File: config.mk
export PLATFORM = sky130hd
export DESIGN_NAME = csps_ctrl
export DESIGN_NICKNAME = d
export VERILOG_FILES = /design/src/rtl/csps_pkg.sv /design/src/rtl/csps_ctrl.sv
export SDC_FILE = /design/constraint.sdc
export NUM_CORES = 1
export LEC_CHECK = 0
export BUFFER_PORTS_ARGS = -buffer_cell sky130_fd_sc_hd__buf_2
export CORE_UTILIZATION = 40
export CTS_CLUSTER_SIZE = 30
export DETAILED_ROUTE_END_ITERATION = 7
export MAX_ROUTING_LAYER = met4
export SYNTH_ARGS = -nofsm -noshare
export SYNTH_HDL_FRONTEND = slang
export SYNTH_SLANG_ARGS = --single-unit
File: constraint.sdc
create_clock -name clk -period 6.6 [get_ports clk]
set_clock_uncertainty 0.2 [all_clocks]
set_input_delay 0.66 -clock clk [delete_from_list [all_inputs] [get_ports clk]]
set_output_delay 0.66 -clock clk [all_outputs]
set_load 0.02 [all_outputs]
File: src/rtl/csps_pkg.sv
package csps_pkg;

	localparam int unsigned MaxLevelDefault = 255;
	localparam int unsigned CoordW = 24;
	localparam int unsigned CountW = 19;
	localparam int unsigned CfgIdxW = 3;
	localparam int unsigned CfgDataW = 64;

	localparam logic [CfgIdxW-1:0] REG_GRID_LEVEL = 3'd0;
	localparam logic [CfgIdxW-1:0] REG_BOX_SIZE = 3'd1;
	localparam logic [CfgIdxW-1:0] REG_GRID_STEP = 3'd2;
	localparam logic [CfgIdxW-1:0] REG_POSE_X = 3'd3;
	localparam logic [CfgIdxW-1:0] REG_POSE_Y = 3'd4;
	localparam logic [CfgIdxW-1:0] REG_POSE_Z = 3'd5;

	localparam logic [1:0] PH_SIDE = 2'd0;
	localparam logic [1:0] PH_BORDER = 2'd1;
	localparam logic [1:0] PH_CAP = 2'd2;

	// controller to datapath
	typedef struct packed {
		logic load_s1;
		logic load_s2;
		logic load_out;
	} csps_cmd_t;

	// lattice position handed to the datapath
	typedef struct packed {
		logic [1:0] phase;
		logic       side;
		logic [9:0] layer;
		logic [9:0] line;
		logic [CountW-1:0] number;
		logic       last;
	} csps_pos_t;

endpackage

File: src/rtl/csps_ctrl.sv
module csps_ctrl #(
	parameter int unsigned MAX_LEVEL = csps_pkg::MaxLevelDefault
) (
	input  logic                    clk,
	input  logic                    arst_n,
	input  logic [7:0]              grid_level,
	input  logic                    in_valid,
	output logic                    in_stall,
	input  logic                    restart,
	input  logic                    out_stall,
	output logic                    out_valid,
	output csps_pkg::csps_cmd_t     cmd,
	output csps_pkg::csps_pos_t     pos
);

	localparam int unsigned LW = $clog2(MAX_LEVEL + 2);

	localparam logic [1:0] ST_IDLE = 2'd0;
	localparam logic [1:0] ST_MUL = 2'd1;
	localparam logic [1:0] ST_SUM = 2'd2;
	localparam logic [1:0] ST_OUT = 2'd3;

	logic [1:0] state_q;
	logic [LW-1:0] layer_q, line_q, n;
	logic [1:0] phase_q;
	logic side_q;
	logic [csps_pkg::CountW-1:0] count_q;

	logic [LW-1:0] l0, k0, nl, nk;
	logic [1:0] p0, np;
	logic s0, ns, fits, last;

	always_comb begin
		if (grid_level == 8'd0) n = LW'(1);
		else if (32'(grid_level) > MAX_LEVEL) n = LW'(MAX_LEVEL);
		else n = LW'(grid_level);
	end

	always_comb begin
		unique case (phase_q)
			csps_pkg::PH_SIDE: fits = layer_q <= n && line_q <= n;
			csps_pkg::PH_BORDER: fits = layer_q <= n && line_q >= LW'(1) && line_q < n;
			csps_pkg::PH_CAP: fits = layer_q >= LW'(1) && layer_q < n &&
				line_q >= LW'(1) && line_q < n;
			default: fits = 1'b0;
		endcase
	end

	logic fresh;
	assign fresh = restart || !fits;
	assign k0 = fresh ? '0 : layer_q;
	assign l0 = fresh ? '0 : line_q;
	assign p0 = fresh ? csps_pkg::PH_SIDE : phase_q;
	assign s0 = fresh ? 1'b0 : side_q;

	// next position after the one emitted now
	always_comb begin
		nk = k0;
		nl = l0;
		np = p0;
		ns = 1'b0;
		last = 1'b0;
		if (!s0) begin
			ns = 1'b1;
		end else if (p0 == csps_pkg::PH_CAP) begin
			nl = l0 + LW'(1);
			if (nl >= n) begin
				nl = LW'(1);
				nk = k0 + LW'(1);
				if (nk >= n) last = 1'b1;
			end
		end else if (p0 == csps_pkg::PH_SIDE && l0 + LW'(1) <= n) begin
			nl = l0 + LW'(1);
		end else if (p0 == csps_pkg::PH_SIDE && n >= LW'(2)) begin
			np = csps_pkg::PH_BORDER;
			nl = LW'(1);
		end else if (p0 == csps_pkg::PH_BORDER && l0 + LW'(1) < n) begin
			nl = l0 + LW'(1);
		end else begin
			// next layer
			nl = '0;
			np = csps_pkg::PH_SIDE;
			nk = k0 + LW'(1);
			if (nk > n) begin
				if (n >= LW'(2)) begin
					np = csps_pkg::PH_CAP;
					nk = LW'(1);
					nl = LW'(1);
				end else begin
					last = 1'b1;
				end
			end
		end
		if (last) begin
			nk = '0;
			nl = '0;
			np = csps_pkg::PH_SIDE;
			ns = 1'b0;
		end
	end

	logic take;
	assign in_stall = state_q != ST_IDLE;
	assign take = in_valid && !in_stall;
	assign out_valid = state_q == ST_OUT;

	assign cmd.load_s1 = take;
	assign cmd.load_s2 = state_q == ST_MUL;
	assign cmd.load_out = state_q == ST_SUM;

	assign pos.phase = p0;
	assign pos.side = s0;
	assign pos.layer = 10'(k0);
	assign pos.line = 10'(l0);
	assign pos.number = fresh ? '0 : count_q;
	assign pos.last = last;

	always_ff @(posedge clk or negedge arst_n) begin
		if (!arst_n) begin
			state_q <= ST_IDLE;
			layer_q <= '0;
			line_q <= '0;
			phase_q <= csps_pkg::PH_SIDE;
			side_q <= 1'b0;
			count_q <= '0;
		end else begin
			unique case (state_q)
				ST_IDLE: if (take) state_q <= ST_MUL;
				ST_MUL: state_q <= ST_SUM;
				ST_SUM: state_q <= ST_OUT;
				ST_OUT: if (!out_stall) state_q <= ST_IDLE;
				default: state_q <= ST_IDLE;
			endcase
			if (take) begin
				layer_q <= nk;
				line_q <= nl;
				phase_q <= np;
				side_q <= ns;
				count_q <= last ? '0 : pos.number + 1'b1;
			end
		end
	end

endmodule

# Word level (Yosys, flattened, before mapping)
# Cells that the tools add are included.
# op_classes
addsub,3
order_cmp,12
n_eq_ne,9
muxes,48
reduce_logical,19
# ops
op,count
two-way mux 9 bit,18
two-way mux 19 bit,2
less-or-equal comparator 9 bit,3
less-than comparator 9 bit,3
two-way mux 2 bit,11
adder 19 x 1 -> 19 bit (second input constant),1
adder 9 x 1 -> 9 bit (second input constant),2
greater-or-equal comparator 9 x 1 -> 1 bit (second input constant),2
greater-or-equal comparator 9 bit,2
two-way mux 1 bit,14
logical AND 1 bit,10
greater-or-equal comparator 9 x 2 -> 1 bit (second input constant),1
greater-than comparator 9 bit,1
equality test 2 bit (second input constant),4
logical NOT 8 bit,1
two-way mux 8 bit,1
case mux 2 bit (4 select lines),1
equality test 2 x 1 -> 1 bit (second input constant),3
logical NOT 2 bit,3
inequality test 2 bit (second input constant),2
case mux 1 bit (3 select lines),1
logical NOT 1 bit,2
AND reduction 2 bit,1
nonzero test 2 bit,1
logical OR 1 bit,1
# totals
ff_bits,42
inputBits,13
output_inout_bits,48
word_cells,97

# Longest topological paths before layout
# depth
depth_word,19
mapped_depth,29
ltp_nobuf,26

# Worst setup path after synthesis
# Ideal clock, no wire load.
# synth_timing
path_type,input port to output port
from,input grid_level[2]
to,output pos[0] in the netlist's numbering
t_arrival_ns,5.714
required_time_ns,5.740
path_slack_ns,0.026
cell_stages,28
path_buffers,5
cell_sequence,nor4_1 nand4_1 nand2b_1 ha_1 nand3b_1 nor3_1 o31a_2 o22a_1 buf_6 nand2_2 buf_2 buf_1 nor2_1 ha_1 and3_1 buf_2 nand3_1 xor2_1 nor2_1 ha_1 o211ai_1 o21ai_0 o21ai_0 nand3_1 o31ai_4 a211o_4 inv_4 buf_4
# synth_rtl
element,line,rtl
"start, declared",csps_ctrl.sv:6,"input logic [7:0] grid_level,"
"end, declared",csps_ctrl.sv:13,output csps_pkg::csps_pos_t pos

==> results.json <==
{
  "status": "finished clean",
  "start_kind": "input pin",
  "antenna_found_initial": 0,
  "drc": 0,
  "nets": 655,
  "place.gp.congestion": 0.934,
  "ios": 61,
  "wl_per_cell_um": 19.2,
  "htree_levels": 2,
  "track_usage_pct": 26.6,
  "maxCapViolCount": 0,
  "cts_buffers": 5,
  "max_slew_margin_pct": 31.4,
  "min_from": "count_q[0]",
  "place_hpwl_um": 10400,
  "min_period_over_period_pct": 94.0,
  "synth.area.top_cells": "dfrtp_1, ha_1, o21ai_0",
  "synth_edf_count": 0,
  "synth_area_leader_cell": "dfrtp_1",
  "place_ws_ns": 0.210,
  "io_buffers": 56,
  "drtIter0Drc": 507,
  "power.leakage_nw": 2.35,
  "synth_most_common_cell": "nor2_1",
  "ys_seq_area_share_pct": 24.1,
  "synth_flop_cell": "dfrtp_1",
  "critPathLaunch": "grid_level[3]",
  "root_buffer": "clkbuf_8",
  "yosys.area.top_type_share_pct": 24.1,
  "firstDrtPassIters": 6,
  "cts.path.max_buffers": 2,
  "diodes": 0,
  "hold_buffers": 0,
  "worst_hold_path_type": "flop to flop",
  "setup_ws_ns": 0.398,
  "drive_gt1_share_pct": 17.2,
  "vias": 4454,
  "async_reset_ff_share_pct": 100,
  "wirelength_um": 14100,
  "postCtsResizedCells": 0,
  "finalMaxSlewViolations": 0,
  "arrival_ns": 5.34,
  "r2r_start": "layer_q[5]",
  "setup-tns-final_ns": 0,
  "chipWidth_um": 106,
  "fp-row-count": 37,
  "peakVddDrop_uv": 191,
  "yosysWarnings": 0,
  "fmax_ghz": 0.161,
  "cts_setup_buffers": 0,
  "cts_tree": "yes",
  "start_util_pct": 41.8,
  "total_power_mw": 1.78,
  "worst-slew-pin-transition_ns": 1.03,
  "cts.sinks": 42,
  "grt_pass1_wl_um": 23000,
  "grt_max_degree": 45,
  "synthTopCellsByCount": "nor2_1, nand2_1, ha_1, dfrtp_1, inv_1",
  "clk_pin_slew_ns": 0.10,
  "vias_per_cell": 6.05,
  "fp.dieH_um": 106,
  "insertion_delay_ns": 0.31,
  "grt_pass1_vias": 4315,
  "worst-setup-path-type": "input pin to output pin",
  "dieArea_sq_mm": 0.0113,
  "syn-cell-area_sq_mm": 0.00435,
  "r2r_setup_slack_ns": 0.70,
  "finalSetupViolCount": 0,
  "worstPathMaxFanout": 7,
  "ys_ff_latch": 42,
  "cp-end-kind": "output pin",
  "area_growth_pct": 12.2,
  "ant_nets": 0,
  "synth.distinct_cells": 78,
  "rsz0062_at_grt": "no",
  "p_per_area_mw_per_mm2": 365,
  "coreArea_sq_mm": 0.0104,
  "synth_area_per_cell_sq_um": 7.90,
  "hold_viol": 0,
  "netlist_instances": 551,
  "grt-ovfl-total": 0,
  "period_needed_ns": 6.20,
  "worst-endpoint-required_ns": 5.74
}
==> report_power, final <==
group | switching, mW | internal, mW | total, mW
clock | 0.106 | 0.152 | 0.258
combinational | 0.761 | 0.377 | 1.14
sequential | 0.0819 | 0.305 | 0.387
==> registers in the layout, summed over array words and instances (netlist names) <==
signal and cells:
layer_q 9, state_q 2, side_q 1, phase_q 2, line_q 9, count_q 19
==> kinds of logic after synthesis <==
kind of cell / count (synthesis) / share of synthesized area, %
AND/OR/NAND/NOR: 238 / 29.5
AO/OA/AOI/OAI: 142 / 23.3
buffers and inverters: 69 / 7.30
adder cells (fa/ha/maj): 43 / 12.4
flip-flops: 42 / 24.1
XOR/XNOR: 13 / 2.61
multiplexers: 3 / 0.690
other: 1 / 0.0861
==> layout by cell type (no fill, tap or decap), drive strengths merged, types with 22 or more instances in the layout <==
cell   instances
a21oi         27
and3          33
buf           68
dfrtp         42
ha            43
inv           39
nand2         48
nand3         24
nor2          49
nor3          22
o21ai         40
==> critical path, stage by stage <==
cell and delay (ns):
buf_2 0.12, nor4_1 0.25, nand4_1 0.16, nand2b_1 0.22, ha_1 0.18, nand2b_1 0.12, a211oi_1 0.09, nor3_2 0.28
o22a_1 0.26, nand2_2 0.08, nor2_1 0.20, ha_1 0.27, and3_1 0.30, nand3_1 0.12, xor2_1 0.21, nor2_1 0.07
ha_1 0.31, o211ai_1 0.09, o21ai_1 0.22, o211ai_1 0.20, nand2_1 0.16, o31ai_4 0.10, a211o_4 0.39, inv_4 0.11
buf_2 0.17
==> per-stage QoR <==
step	hold slack [ns]	util, %	area [sq um]	instances
2_1_floorplan	0.164	-	4370	554
3_3_place_gp	0.293	45.5	4740	728
3_5_place_dp	0.282	45.5	4740	728
4_1_cts	0.309	46.9	4880	736
5_1_grt	0.361	46.9	4890	736
6_report	0.304	46.9	4890	736
==> area by class of cell <==
cell class,instances,area (sq um)
Sequential cell,42,1050
Timing Repair Buffer,68,370
Fill cell,1062,5530
Multi-Input combinational cell,443,3010
Clock buffer,5,68.8
Tap cell,136,170
Inverter,39,149
Clock inverter,3,68.8
==> worst paths after layout <==
path / endpoint / depth (start not counted)
max in group asynchronous: layer_q[6] / 1
hold reg to reg: count_q[0] / 2
setup reg to reg: count_q[5] / 21
setup / recovery: pos[0] / 25
min in group asynchronous: count_q[5] / 1
hold / removal: count_q[0] / 2
==> metal layers <==
| metal | vias to the layer above | track usage (%) | part of all wire [%] |
|---|---|---|---|
| met5 | - | - | 0 |
| met4 | 0 | 7.14 | 1.2 |
| met3 | 19 | 3.13 | 5.8 |
| met2 | 175 | 42.6 | 48 |
| met1 | 2145 | 35.6 | 45 |
| li1 | 2115 | - | - |
No activity file was read; power rests on OpenSTA's default activity.
